==> src/sv/button_press_classifier_macros.svh <==
// Assertion macros shared by the button press classifier modules.
// Every macro samples on aclk and is disabled while aresetn is low.
`ifndef BUTTON_PRESS_CLASSIFIER_MACROS_SVH
`define BUTTON_PRESS_CLASSIFIER_MACROS_SVH

// Condition that must hold at every clock edge.
`define BPC_ASSERT(lbl, cond, msg) \
    lbl: assert property (@(posedge aclk) disable iff (!aresetn) (cond)) else $error(msg);

// Condition that must hold in the cycle after the antecedent.
`define BPC_ASSERT_NEXT(lbl, ante, cons, msg) \
    lbl: assert property (@(posedge aclk) disable iff (!aresetn) (ante) |=> (cons)) \
        else $error(msg);

`endif

==> src/sv/bpc_pkg.sv <==
// Package for the button press classifier: register indices, reset values and
// the result-set structure passed from the classifier core to the emitter.
`timescale 1ns / 1ps

package bpc_pkg;

    localparam int MaxButtons     = 16;
    localparam int DefaultButtons = 4;

    localparam int CfgAddrW = 8;
    localparam int CfgDataW = 16;
    localparam int TimeW    = 32;
    localparam int BtnW     = 2;

    localparam logic [CfgAddrW-1:0] CfgDebounce  = 8'd0;
    localparam logic [CfgAddrW-1:0] CfgLongPress = 8'd1;

    localparam logic [CfgDataW-1:0] DebounceReset  = 16'd50;
    localparam logic [CfgDataW-1:0] LongPressReset = 16'd1000;

    localparam logic OpEdge = 1'b0;
    localparam logic OpTick = 1'b1;

    typedef struct packed {
        logic                  rel_valid;
        logic [BtnW-1:0]       rel_btn;
        logic                  rel_long;
        logic [MaxButtons-1:0] scan_mask;
    } bpc_res_t;

endpackage

==> src/sv/bpc_core.sv <==
// Classifier core: configuration registers, per-button press state and the
// combinational evaluation of one transaction. Depends on bpc_pkg.
`timescale 1ns / 1ps
`include "button_press_classifier_macros.svh"

module bpc_core #(
    parameter int BUTTONS = bpc_pkg::DefaultButtons
) (
    input  logic                          aclk,
    input  logic                          aresetn,
    input  logic                          cfg_wr_en,
    input  logic [bpc_pkg::CfgAddrW-1:0]  cfg_addr,
    input  logic [bpc_pkg::CfgDataW-1:0]  cfg_wdata,
    input  logic                          proc_en,
    input  logic                          opcode,
    input  logic [bpc_pkg::BtnW-1:0]      btn_sel,
    input  logic                          level_pressed,
    input  logic [bpc_pkg::TimeW-1:0]     time_ms,
    output bpc_pkg::bpc_res_t             res
);

    logic [bpc_pkg::CfgDataW-1:0] debounce_reg;
    logic [bpc_pkg::CfgDataW-1:0] long_lim_reg;
    logic [BUTTONS-1:0]           held_reg;
    logic [BUTTONS-1:0]           held_next;
    logic [BUTTONS-1:0]           handled_reg;
    logic [BUTTONS-1:0]           handled_next;
    logic [bpc_pkg::TimeW-1:0]    start_reg [BUTTONS];
    logic [bpc_pkg::TimeW-1:0]    start_next [BUTTONS];
    logic [bpc_pkg::TimeW-1:0]    dur [BUTTONS];
    logic [bpc_pkg::TimeW-1:0]    scan_dur [BUTTONS];
    logic [BUTTONS-1:0]           hit;
    logic [BUTTONS-1:0]           press;
    logic [BUTTONS-1:0]           release_ev;
    logic [BUTTONS-1:0]           handled_mid;
    logic [BUTTONS-1:0]           rel_hit;
    logic [BUTTONS-1:0]           rel_long_hit;
    logic [BUTTONS-1:0]           scan_hit;

    always_ff @(posedge aclk) begin
        if (!aresetn) begin
            debounce_reg <= bpc_pkg::DebounceReset;
            long_lim_reg <= bpc_pkg::LongPressReset;
        end else if (cfg_wr_en) begin
            unique case (cfg_addr)
                bpc_pkg::CfgDebounce:  debounce_reg <= cfg_wdata;
                bpc_pkg::CfgLongPress: long_lim_reg <= cfg_wdata;
                default: ;
            endcase
        end
    end

    always_comb begin
        for (int i = 0; i < BUTTONS; i++) begin
            hit[i]          = (opcode == bpc_pkg::OpEdge) && (int'(btn_sel) == i);
            press[i]        = hit[i] && level_pressed && !held_reg[i];
            release_ev[i]   = hit[i] && !level_pressed && held_reg[i];
            dur[i]          = time_ms - start_reg[i];
            held_next[i]    = press[i] ? 1'b1 : (release_ev[i] ? 1'b0 : held_reg[i]);
            handled_mid[i]  = press[i] ? 1'b0 : handled_reg[i];
            start_next[i]   = press[i] ? time_ms : start_reg[i];
            rel_hit[i]      = release_ev[i] && !handled_reg[i]
                              && (dur[i] >= {16'd0, debounce_reg});
            rel_long_hit[i] = rel_hit[i] && (dur[i] >= {16'd0, long_lim_reg});
            scan_dur[i]     = press[i] ? '0 : dur[i];
            scan_hit[i]     = held_next[i] && !handled_mid[i]
                              && (scan_dur[i] >= {16'd0, long_lim_reg});
            handled_next[i] = handled_mid[i] | scan_hit[i];
        end
        res           = '0;
        res.rel_valid = |rel_hit;
        res.rel_btn   = btn_sel;
        res.rel_long  = |rel_long_hit;
        res.scan_mask[BUTTONS-1:0] = scan_hit;
    end

    always_ff @(posedge aclk) begin
        if (!aresetn) begin
            held_reg    <= '0;
            handled_reg <= '0;
        end else if (proc_en) begin
            held_reg    <= held_next;
            handled_reg <= handled_next;
        end
    end

    always_ff @(posedge aclk) begin
        if (proc_en) begin
            for (int i = 0; i < BUTTONS; i++) begin
                start_reg[i] <= start_next[i];
            end
        end
    end

    `BPC_ASSERT(a_scan_unhandled, (scan_hit & handled_mid) == '0, "scan result on handled button")
    `BPC_ASSERT(a_rel_not_scanned, !(res.rel_valid && res.scan_mask[res.rel_btn]),
                "released button also scanned")
    `BPC_ASSERT_NEXT(a_scan_marks, proc_en && (scan_hit != '0),
                     (handled_reg & $past(scan_hit)) == $past(scan_hit),
                     "scanned button not marked handled")

endmodule

==> src/sv/bpc_emit.sv <==
// Result emitter: holds the result set of one transaction and sends it out
// one result per cycle while m_tready is high, release result first. Depends on bpc_pkg.
`timescale 1ns / 1ps
`include "button_press_classifier_macros.svh"

module bpc_emit (
    input  logic                     aclk,
    input  logic                     aresetn,
    input  logic                     load,
    input  bpc_pkg::bpc_res_t        res,
    output logic                     can_load,
    output logic                     m_tvalid,
    input  logic                     m_tready,
    output logic [bpc_pkg::BtnW-1:0] button_num,
    output logic                     is_long,
    output logic                     m_tlast
);

    logic                              rel_valid_reg;
    logic [bpc_pkg::BtnW-1:0]          rel_btn_reg;
    logic                              rel_long_reg;
    logic [bpc_pkg::MaxButtons-1:0]    mask_reg;
    logic [bpc_pkg::MaxButtons-1:0]    low_bit;
    logic [bpc_pkg::MaxButtons-1:0]    mask_rest;
    logic [$clog2(bpc_pkg::MaxButtons)-1:0] low_idx;
    logic                              fire;

    always_comb begin
        low_bit   = mask_reg & (~mask_reg + 1'b1);
        mask_rest = mask_reg & ~low_bit;
        low_idx   = '0;
        for (int i = 0; i < bpc_pkg::MaxButtons; i++) begin
            if (low_bit[i]) begin
                low_idx = low_idx | ($clog2(bpc_pkg::MaxButtons))'(i);
            end
        end
    end

    assign m_tvalid   = rel_valid_reg || (mask_reg != '0);
    assign button_num = rel_valid_reg ? rel_btn_reg : low_idx[bpc_pkg::BtnW-1:0];
    assign is_long    = rel_valid_reg ? rel_long_reg : 1'b1;
    assign m_tlast    = rel_valid_reg ? (mask_reg == '0) : (mask_rest == '0);
    assign fire       = m_tvalid && m_tready;
    assign can_load   = !m_tvalid || (fire && m_tlast);

    always_ff @(posedge aclk) begin
        if (!aresetn) begin
            rel_valid_reg <= 1'b0;
            mask_reg      <= '0;
        end else if (load) begin
            rel_valid_reg <= res.rel_valid;
            mask_reg      <= res.scan_mask;
        end else if (fire) begin
            if (rel_valid_reg) begin
                rel_valid_reg <= 1'b0;
            end else begin
                mask_reg <= mask_rest;
            end
        end
    end

    always_ff @(posedge aclk) begin
        if (load) begin
            rel_btn_reg  <= res.rel_btn;
            rel_long_reg <= res.rel_long;
        end
    end

    `BPC_ASSERT(a_load_free, !load || can_load, "result set loaded over pending results")
    `BPC_ASSERT_NEXT(a_more_after, fire && !m_tlast && !load, m_tvalid,
                     "results lost before last")
    `BPC_ASSERT(a_count, $countones(mask_reg) + 32'(rel_valid_reg) <= 32'(bpc_pkg::MaxButtons),
                "too many pending results")

endmodule

==> src/sv/button_press_classifier.sv <==
// Button press classifier: an accepted input transaction passes the input register, then the
// result register, to its first result; results leave one per cycle while m_tready is high.
// A transaction with n results holds the output until all n are taken, one with none passes
// straight through, and the input register takes one more transaction meanwhile.
// Reset (aresetn low, synchronous) clears the press flags and restores the default thresholds.
`timescale 1ns / 1ps
`include "button_press_classifier_macros.svh"

module button_press_classifier #(
    parameter int BUTTONS = bpc_pkg::DefaultButtons
) (
    input  logic                         aclk,
    input  logic                         aresetn,
    input  logic                         cfg_wr_en,
    input  logic [bpc_pkg::CfgAddrW-1:0] cfg_addr,
    input  logic [bpc_pkg::CfgDataW-1:0] cfg_wdata,
    input  logic                         s_tvalid,
    output logic                         s_tready,
    input  logic [39:0]                  s_tdata,  // btn_sel[1:0], level_pressed[2], time_ms[34:3]
    input  logic                         s_tuser,  // opcode
    output logic                         m_tvalid,
    input  logic                         m_tready,
    output logic [7:0]                   m_tdata,  // button_num[1:0]
    output logic                         m_tuser,  // long flag
    output logic                         m_tlast
);

    logic                         in_valid_reg;
    logic                         opcode_reg;
    logic [bpc_pkg::BtnW-1:0]     btn_sel_reg;
    logic                         level_reg;
    logic [bpc_pkg::TimeW-1:0]    time_reg;
    logic                         proc_en;
    logic                         can_load;
    logic [bpc_pkg::BtnW-1:0]     button_num;
    bpc_pkg::bpc_res_t            res;

    assign proc_en  = in_valid_reg && can_load;
    assign s_tready = !in_valid_reg || proc_en;

    always_ff @(posedge aclk) begin
        if (!aresetn) begin
            in_valid_reg <= 1'b0;
        end else if (s_tready) begin
            in_valid_reg <= s_tvalid;
        end
    end

    always_ff @(posedge aclk) begin
        if (s_tready && s_tvalid) begin
            opcode_reg  <= s_tuser;
            btn_sel_reg <= s_tdata[1:0];
            level_reg   <= s_tdata[2];
            time_reg    <= s_tdata[34:3];
        end
    end

    bpc_core #(
        .BUTTONS(BUTTONS)
    ) u_core (
        .aclk         (aclk),
        .aresetn      (aresetn),
        .cfg_wr_en    (cfg_wr_en),
        .cfg_addr     (cfg_addr),
        .cfg_wdata    (cfg_wdata),
        .proc_en      (proc_en),
        .opcode       (opcode_reg),
        .btn_sel      (btn_sel_reg),
        .level_pressed(level_reg),
        .time_ms      (time_reg),
        .res          (res)
    );

    bpc_emit u_emit (
        .aclk      (aclk),
        .aresetn   (aresetn),
        .load      (proc_en),
        .res       (res),
        .can_load  (can_load),
        .m_tvalid  (m_tvalid),
        .m_tready  (m_tready),
        .button_num(button_num),
        .is_long   (m_tuser),
        .m_tlast   (m_tlast)
    );

    assign m_tdata = {6'd0, button_num};

    `BPC_ASSERT_NEXT(a_in_hold, in_valid_reg && !proc_en, in_valid_reg,
                     "buffered transaction dropped")
    `BPC_ASSERT(a_ready_free, !in_valid_reg || !s_tready || proc_en,
                "input accepted over unprocessed transaction")
    `BPC_ASSERT_NEXT(a_proc_out, proc_en && (res.rel_valid || (res.scan_mask != '0)), m_tvalid,
                     "result set not presented")

endmodule
==> config.mk <==
export PLATFORM = sky130hd
export DESIGN_NAME = button_press_classifier
export DESIGN_NICKNAME = d
export VERILOG_FILES = /design/src/sv/bpc_pkg.sv /design/src/sv/bpc_core.sv /design/src/sv/bpc_emit.sv /design/src/sv/button_press_classifier.sv
export VERILOG_INCLUDE_DIRS = /design/src /design/src/sv
export SDC_FILE = /design/constraint.sdc
export NUM_CORES = 1
export LEC_CHECK = 0
export BUFFER_PORTS_ARGS = -buffer_cell sky130_fd_sc_hd__buf_2
export CORE_MARGIN = 2
export CORE_UTILIZATION = 35
export CTS_BUF_LIST = sky130_fd_sc_hd__clkbuf_8
export DETAILED_ROUTE_END_ITERATION = 10
export GPL_TIMING_DRIVEN = 0
export PLACE_DENSITY_LB_ADDON = 0.2
export SLEW_MARGIN = 20
export SYNTH_ARGS = -nofsm -noshare
export SYNTH_HDL_FRONTEND = slang
export SYNTH_SLANG_ARGS = --single-unit
==> constraint.sdc <==
create_clock -name aclk -period 5.5 [get_ports aclk]
set_input_delay 0.275 -clock aclk [delete_from_list [all_inputs] [get_ports aclk]]
set_output_delay 0.275 -clock aclk [all_outputs]
set_load 0.005 [all_outputs]
### Yosys cells after proc, flatten, opt, wreduce, memory -nomap -nowiden

Memories as Yosys holds them, arrays and structs flattened.
Index checks and enable logic that the tools add are counted.

| word-level totals | value |
|---|---|
| input bits | 70 |
| memories kept | 1 |
| bits in latches | 0 |
| register bits | 97 |
| ROM bits | 0 |
| bits in writable memories | 128 |
| word-level logic and storage cells | 165 |
| output and inout bits | 12 |

Memories:

| memory | words | bits a word | rd ports | clocked after memory_dff | wr ports | line | RTL |
|---|---|---|---|---|---|---|---|
| u_core.start_reg | 4 | 32 | 4 | 0 | 4 | bpc_core.sv:28 | `logic [bpc_pkg::TimeW-1:0] start_reg [BUTTONS];` |

| cells by class | value |
|---|---|
| mux-type cells | 42 |
| bitwise operators | 11 |
| div/mod/pow operators | 0 |
| eq/ne operators | 5 |
| reductions and logical operators | 75 |
| order comparisons | 12 |
| $mul | 0 |
| add/sub/neg operators | 5 |
| shift-type cells | 0 |

Operator list:

| operator | number |
|---|---|
| $ge A32 B16 Y1 | 12 |
| $mux W32 | 8 |
| $sub A32 B32 Y32 | 4 |
| $logic_and A1 B1 Y1 | 44 |
| $and A16 B16 Y16 | 2 |
| $logic_not A16 Y1 | 2 |
| $not A16 Y16 | 2 |
| $mux W1 | 22 |
| $mux W2 | 9 |
| $add A16 B1 Y16 const B | 1 |
| $reduce_bool A16 Y1 | 1 |
| $logic_not A1 Y1 | 15 |
| $mux W4 | 3 |
| $eq A8 B1 Y1 const B | 1 |
| $logic_not A8 Y1 | 1 |
| $reduce_and A2 Y1 | 4 |
| $reduce_or A4 Y1 | 2 |
| $eq A2 B2 Y1 const B | 2 |
| $or A1 B1 Y1 | 4 |
| $logic_or A1 B1 Y1 | 3 |
| $not A1 Y1 | 3 |
| $eq A2 B1 Y1 const B | 1 |
| $logic_not A2 Y1 | 1 |
| $ne A2 B2 Y1 const B | 1 |
| 2 further kinds | 2 |

### Depth between registers and ports, before layout

| logic depth | value |
|---|---|
| depth in word-level cells | 16 |
| gate-level depth with buffers | 22 |
| gate-level depth less buffers | 22 |

### Modules after synthesis

From an unflattened synthesis, not the netlist that was laid out.

| second synthesis, totals | value |
|---|---|
| cells, all modules | 2267 |
| area, all modules | 20417.1 µm² |

By module, submodules not included:

| module | cells an instance | sequential area each (µm²) | instances | area each (µm²) |
|---|---|---|---|---|
| bpc_core | 2057 | 4644.5 | 1 | 17951.0 |
| bpc_emit | 161 | 430.4 | 1 | 1271.2 |
| button_press_classifier | 49 | 1101.1 | 1 | 1194.9 |

### Worst setup path before layout

OpenSTA, ideal clock, no wires.

| timing path | value |
|---|---|
| path type | reg-to-reg |
| start point | reg u_emit.mask_reg[0] in the netlist's numbering |
| end point | reg btn_sel_reg[0] in the netlist's numbering, enable pin |
| buffers on the path | 1 |
| slack | 1.213 ns |
| cell stages (with the launch flop) | 11 |
| setup time | 0.434 ns |
| data required time | 5.066 ns |
| data arrival time | 3.854 ns |
| clock period less this slack | 4.287 ns |
| cell sequence | dfxtp_1 -> buf_6 -> nor3_4 -> nand4_4 -> or4_4 -> or3_4 -> o21a_1 -> o21ai_2 -> a21oi_2 -> and2_1 -> nor2b_1 |

| between the ends | value |
|---|---|
| word-level cells in the longest chain between the ends | 12 |
| elaborated cells between the ends (all ways) | 17 |
| classes of those cells | 1 x add/sub; 1 x mux; 4 x bitwise; 11 x reduce/logical |

Ends and longest elaborated chain:

| what | line | RTL |
|---|---|---|
| from (decl) | bpc_emit.sv:22 | `logic [bpc_pkg::MaxButtons-1:0] mask_reg;` |
| from (signal assigned) | bpc_emit.sv:52 | `mask_reg <= res.scan_mask;` |
| from (signal assigned) | bpc_emit.sv:57 | `mask_reg <= mask_rest;` |
| $not A16 Y16 | bpc_emit.sv:29 | `low_bit = mask_reg & (~mask_reg + 1'b1);` |
| $add A16 B1 Y16 | bpc_emit.sv:29 |  |
| $and A16 B16 Y16 | bpc_emit.sv:29 |  |
| $not A16 Y16 | bpc_emit.sv:30 | `mask_rest = mask_reg & ~low_bit;` |
| $and A16 B16 Y16 | bpc_emit.sv:30 |  |
| $logic_not A16 Y1 | bpc_emit.sv:42 | `assign m_tlast = rel_valid_reg ? (mask_reg == '0) : (mask_rest == '0);` |
| $mux W1 * | bpc_emit.sv:42 |  |
| via m_tlast | button_press_classifier.sv:25 | `output logic m_tlast` |
| $logic_and A1 B1 Y1 * | bpc_emit.sv:44 | `assign can_load = !m_tvalid \|\| (fire && m_tlast);` |
| $logic_or A1 B1 Y1 * | bpc_emit.sv:44 |  |
| $logic_and A1 B1 Y1 * | button_press_classifier.sv:38 | `assign proc_en = in_valid_reg && can_load;` |
| $logic_or A1 B1 Y1 * | button_press_classifier.sv:39 | `assign s_tready = !in_valid_reg \|\| proc_en;` |
| $logic_and A1 B1 Y1 * | button_press_classifier.sv:50 | `if (s_tready && s_tvalid) begin` |
| to (signal assigned) | button_press_classifier.sv:52 | `btn_sel_reg <= s_tdata[1:0];` |
| to (decl) | button_press_classifier.sv:30 | `logic [bpc_pkg::BtnW-1:0] btn_sel_reg;` |

The timed path passes the listed nets; every way through them passes the cells marked *.
A chain may end at the register's enable or synchronous reset.

### Final worst setup path

| timing path | value |
|---|---|
| start point | reg time_reg[1] in the netlist's numbering |
| end point | reg u_core.handled_reg[1] |

| between the ends | value |
|---|---|
| word-level cells in the longest chain between the ends | 5 |

Ends and longest elaborated chain:

| what | line | RTL |
|---|---|---|
| from (decl) | button_press_classifier.sv:32 | `logic [bpc_pkg::TimeW-1:0] time_reg;` |
| from (signal assigned) | button_press_classifier.sv:54 | `time_reg <= s_tdata[34:3];` |
| $sub A32 B32 Y32 | bpc_core.sv:58 | `dur[i] = time_ms - start_reg[i];` |
| $mux W32 | bpc_core.sv:65 | `scan_dur[i] = press[i] ? '0 : dur[i];` |
| $ge A32 B16 Y1 | bpc_core.sv:67 | `&& (scan_dur[i] >= {16'd0, long_lim_reg});` |
| $logic_and A1 B1 Y1 | bpc_core.sv:67 |  |
| $or A1 B1 Y1 | bpc_core.sv:68 | `handled_next[i] = handled_mid[i] \| scan_hit[i];` |
| to (signal assigned) | bpc_core.sv:83 | `handled_reg <= handled_next;` |
| to (decl) | bpc_core.sv:26 | `logic [BUTTONS-1:0] handled_reg;` |

Every way passes these cells.

==> results.py <==
metrics = {
    "synth": {
        "ys_types": 99,
        "synthTopCellsByArea": "edfxtp_1 (24%), ha_1 (19%), dfxtp_1 (5.6%)",
        "syn_avg_cell_area_sq_um": 8.950,
        "async_flop_share_pct": 0,
        "synth-seq-cells": 225,
        "post-synth-top-area-fraction_pct": 24.34,
        "synth_edf_count": 167,
        "syn-cell-area_sq_um": 20600,
        "synthCells": 2302,
        "synth_warnings": 0,
        "ys_seq_area_share_pct": 29.98,
        "ys.flop_type": "edfxtp_1",
        "synth_largest_area_cell": "edfxtp_1",
    },
    "grt": {
        "grt_util_all_layers_pct": 20.82,
        "grt_pass1_vias": 18010,
        "grt_pass1_wl_mm": 98.60,
        "grt_overflow": 0,
        "grt_antenna_before_repair": 1,
        "grt_start_max_net_pins": 32,
    },
    "die": {
        "core_sq_um": 57920,
        "ios": 82,
        "fp.dieH_um": 246.6,
        "initial_core_util_pct": 35.57,
        "die_area_sq_um": 60820,
        "fp-row-count": 88,
        "die_w_um": 246.6,
    },
    "drt": {
        "avgViaCountPerCell": 5.503,
        "dr.first_iter.drc_count": 844,
        "drt_pass1_iterations": 8,
        "post-route-drc-count": 0,
        "wl_per_cell_um": 19.31,
        "ant_nets": 0,
        "drt-total-wl_mm": 63.49,
        "vias": 18090,
    },
    "worst_setup_path": {
        "required_ns": 6.00,
        "cp-start-kind": "register",
        "end_kind": "register",
        "cp_max_fo": 9,
        "crit_arrival_ns": 5.72,
        "crit_type": "register to register",
    },
    "cells_and_area": {
        "n_fill_cell": 5834,
        "largest_reg_flops": 128,
        "stdcell_count": 3288,
        "area_delta_synth_final_pct": 14.54,
        "drive_gt1_share_pct": 8.684,
        "multi_input_area_sq_um": 13470,
        "layout.nets": 2875,
        "regArea_sq_um": 6176,
        "final_area_sq_um": 23600,
    },
    "clocking": {
        "cts_tree": "built",
        "htreeDepth": 2,
        "root_buffer": "clkbuf_8",
        "clk_path_buf_depth": 3,
        "path_clk_slew_ns": 0.06,
        "cts_buffers": 48,
        "cts_sinks": 225,
        "clkLatencyLatePin_ns": 0.64,
        "post_cts_buffers": 0,
    },
    "timing": {
        "slew_headroom_pct": 23.20,
        "worstMarginPinSlew_ns": 1.123,
        "timing.fmax_mhz": 191.7,
        "rsz0062_at_grt": "no",
        "slew_viol_final": 0,
        "fin_crit_ns": 5.216,
        "finalCritPeriodShare_pct": 94.84,
        "setup_violations": 0,
        "final-hold-violation-count": 0,
        "clock_skew_ns": 0.02007,
        "hold-worst-slack_ns": 0.08220,
    },
    "pwr": {
        "power_mw": 5.035,
        "peakVddDrop_mv": 0.2663,
        "cellLeakagePower_nw": 10.01,
        "powerDensity_nw_per_um2": 213.4,
    },
    "place": {
        "place_area_sq_um": 22070,
        "place_inst": 3147,
        "place_congestion": 0.8950,
        "dp_hpwl_mm": 50.71,
        "io_buffers": 69,
    },
    "outcome": {
        "status": "finished clean",
    },
    "min_path": {
        "hp-class": "input port to register",
    },
    "run": {
        "cap_violations": 0,
    },
}
## critical path, cell delays in order, from the launching register on
cell,delay [ns]
edfxtp_1,0.58
inv_1,0.26
fa_1,0.50
nor2b_1,0.20
o211ai_1,0.18
a211oi_1,0.88
o21ai_1,0.28
a21bo_2,0.29
a221oi_1,0.33
nor3_1,0.13
nor4_1,0.30
nand4_1,0.39
a211oi_1,0.65
o22ai_1,0.12
## placed cells by master (no fill, tap or decap), types with 31 or more instances in the layout
cell type      Yosys  final
edfxtp_1         167    167
mux2i_1           40     40
dfxtp_1           58     58
nor3_1            35     35
nor2b_1           95     94
inv_1            192    202
and2_1            34     31
nor2_1           132    130
ha_1             316    316
buf_2              6     75
a21oi_1          200    200
o21ai_0          134    134
nand4_1           44     44
dlygate4sd3_1      0     53
a21o_1            74     74
nand2_1          152    152
nand2b_1          35     35
a211oi_1          36     36
clkbuf_8           0     53
nand3_1           43     43
xnor2_1           56     56
clkbuf_1          44     44
## kinds of logic after synthesis
kind of cell             after synthesis  share of synthesized area (%)
adder cells (fa/ha/maj)              323                          19.73
AND/OR/NAND/NOR                      690                          17.84
other                                  1                        0.01820
flip-flops                           225                          29.98
AO/OA/AOI/OAI                        678                          21.66
XOR/XNOR                              85                          3.613
buffers and inverters                256                          4.998
multiplexers                          44                          2.162
## report_power, final
group | internal, mW | leakage (nW) | total [mW] | switching [mW]
combinational | 0.516 | 7.48 | 1.26 | 0.741
clock | 1.03 | 0.529 | 1.86 | 0.829
sequential | 1.86 | 2.00 | 1.92 | 0.0621
total | 3.40 | 10.0 | 5.03 | 1.63
## final timing paths
| check | from | end | slack (ns) | cells after the start |
|---|---|---|---|---|
| worst max-delay path | time_reg[1] | u_core.handled_reg[1] | 0.28 | 13 |
| worst min-delay path | m_tready | u_emit.rel_valid_reg | 0.08 | 4 |
| worst max register to register | time_reg[1] | u_core.handled_reg[1] | 0.28 | 13 |
| worst min register to register | u_core.handled_reg[0] | u_core.handled_reg[0] | 0.47 | 2 |
## layer usage
layer / wire, um / share of wire (%) / up-vias / GRT usage [%]
met3: 2901 / 4.6 / 130 / 3.137
met2: 29110 / 46 / 422 / 34.61
met4: 2508 / 4.0 / 0 / 8.345
li1: - / - / 8942 / -
met5: 0 / 0 / - / 0
met1: 28970 / 46 / 8600 / 26.99
## metrics by stage
| step | util [%] | setup TNS, ns | setup slack, ns |
|---|---|---|---|
| floorplan | - | 0 | 1.213 |
| global placement | 37.85 | -16.43 | -0.4725 |
| detailed placement | 38.12 | 0 | 0.2178 |
| CTS | 40.70 | 0 | 0.2231 |
| global route | 40.74 | 0 | 0.06521 |
| finish | 40.74 | 0 | 0.2839 |
## Yosys cell counts, types with 8 or more instances
| cell | number |
|---|---|
| ha_1 | 316 |
| a21oi_1 | 200 |
| inv_1 | 192 |
| edfxtp_1 | 167 |
| nand2_1 | 152 |
| o21ai_0 | 134 |
| nor2_1 | 132 |
| nor2b_1 | 95 |
| a21o_1 | 74 |
| dfxtp_1 | 58 |
| xnor2_1 | 56 |
| clkbuf_1 | 44 |
| nand4_1 | 44 |
| nand3_1 | 43 |
| mux2i_1 | 40 |
| a211oi_1 | 36 |
| nand2b_1 | 35 |
| nor3_1 | 35 |
| and2_1 | 34 |
| xor2_1 | 29 |
| o211ai_1 | 26 |
| o21a_1 | 25 |
| and3_1 | 19 |
| a31oi_1 | 18 |
| nor4_1 | 18 |
| or3_1 | 18 |
| o21bai_1 | 16 |
| o31ai_1 | 13 |
| or2_2 | 13 |
| and4_1 | 12 |
| a21boi_0 | 10 |
| a221oi_1 | 9 |
| o2111ai_1 | 9 |
| o31a_1 | 9 |
| a211o_1 | 8 |
| nor3b_1 | 8 |
## layout make-up
| cell class | count | area share (%) |
|---|---|---|
| well taps | 765 | 4.056 |
| plain buffers | 62 | 1.225 |
| flip-flops and latches | 225 | 26.17 |
| diodes | 1 | 0.01060 |
| repair buffers | 128 | 4.231 |
| multi-input cells | 1826 | 57.06 |
| clock inverters | 34 | 1.013 |
| clock buffers | 53 | 3.091 |
| inverters | 194 | 3.139 |
## timing repair
action,CTS,global route
setup endpoints to repair,0,1
hold buffers,53,0
endpoints found under the hold margin,69,0
resized for setup,0,2
Note: power is estimated with default switching activity, not from simulation.
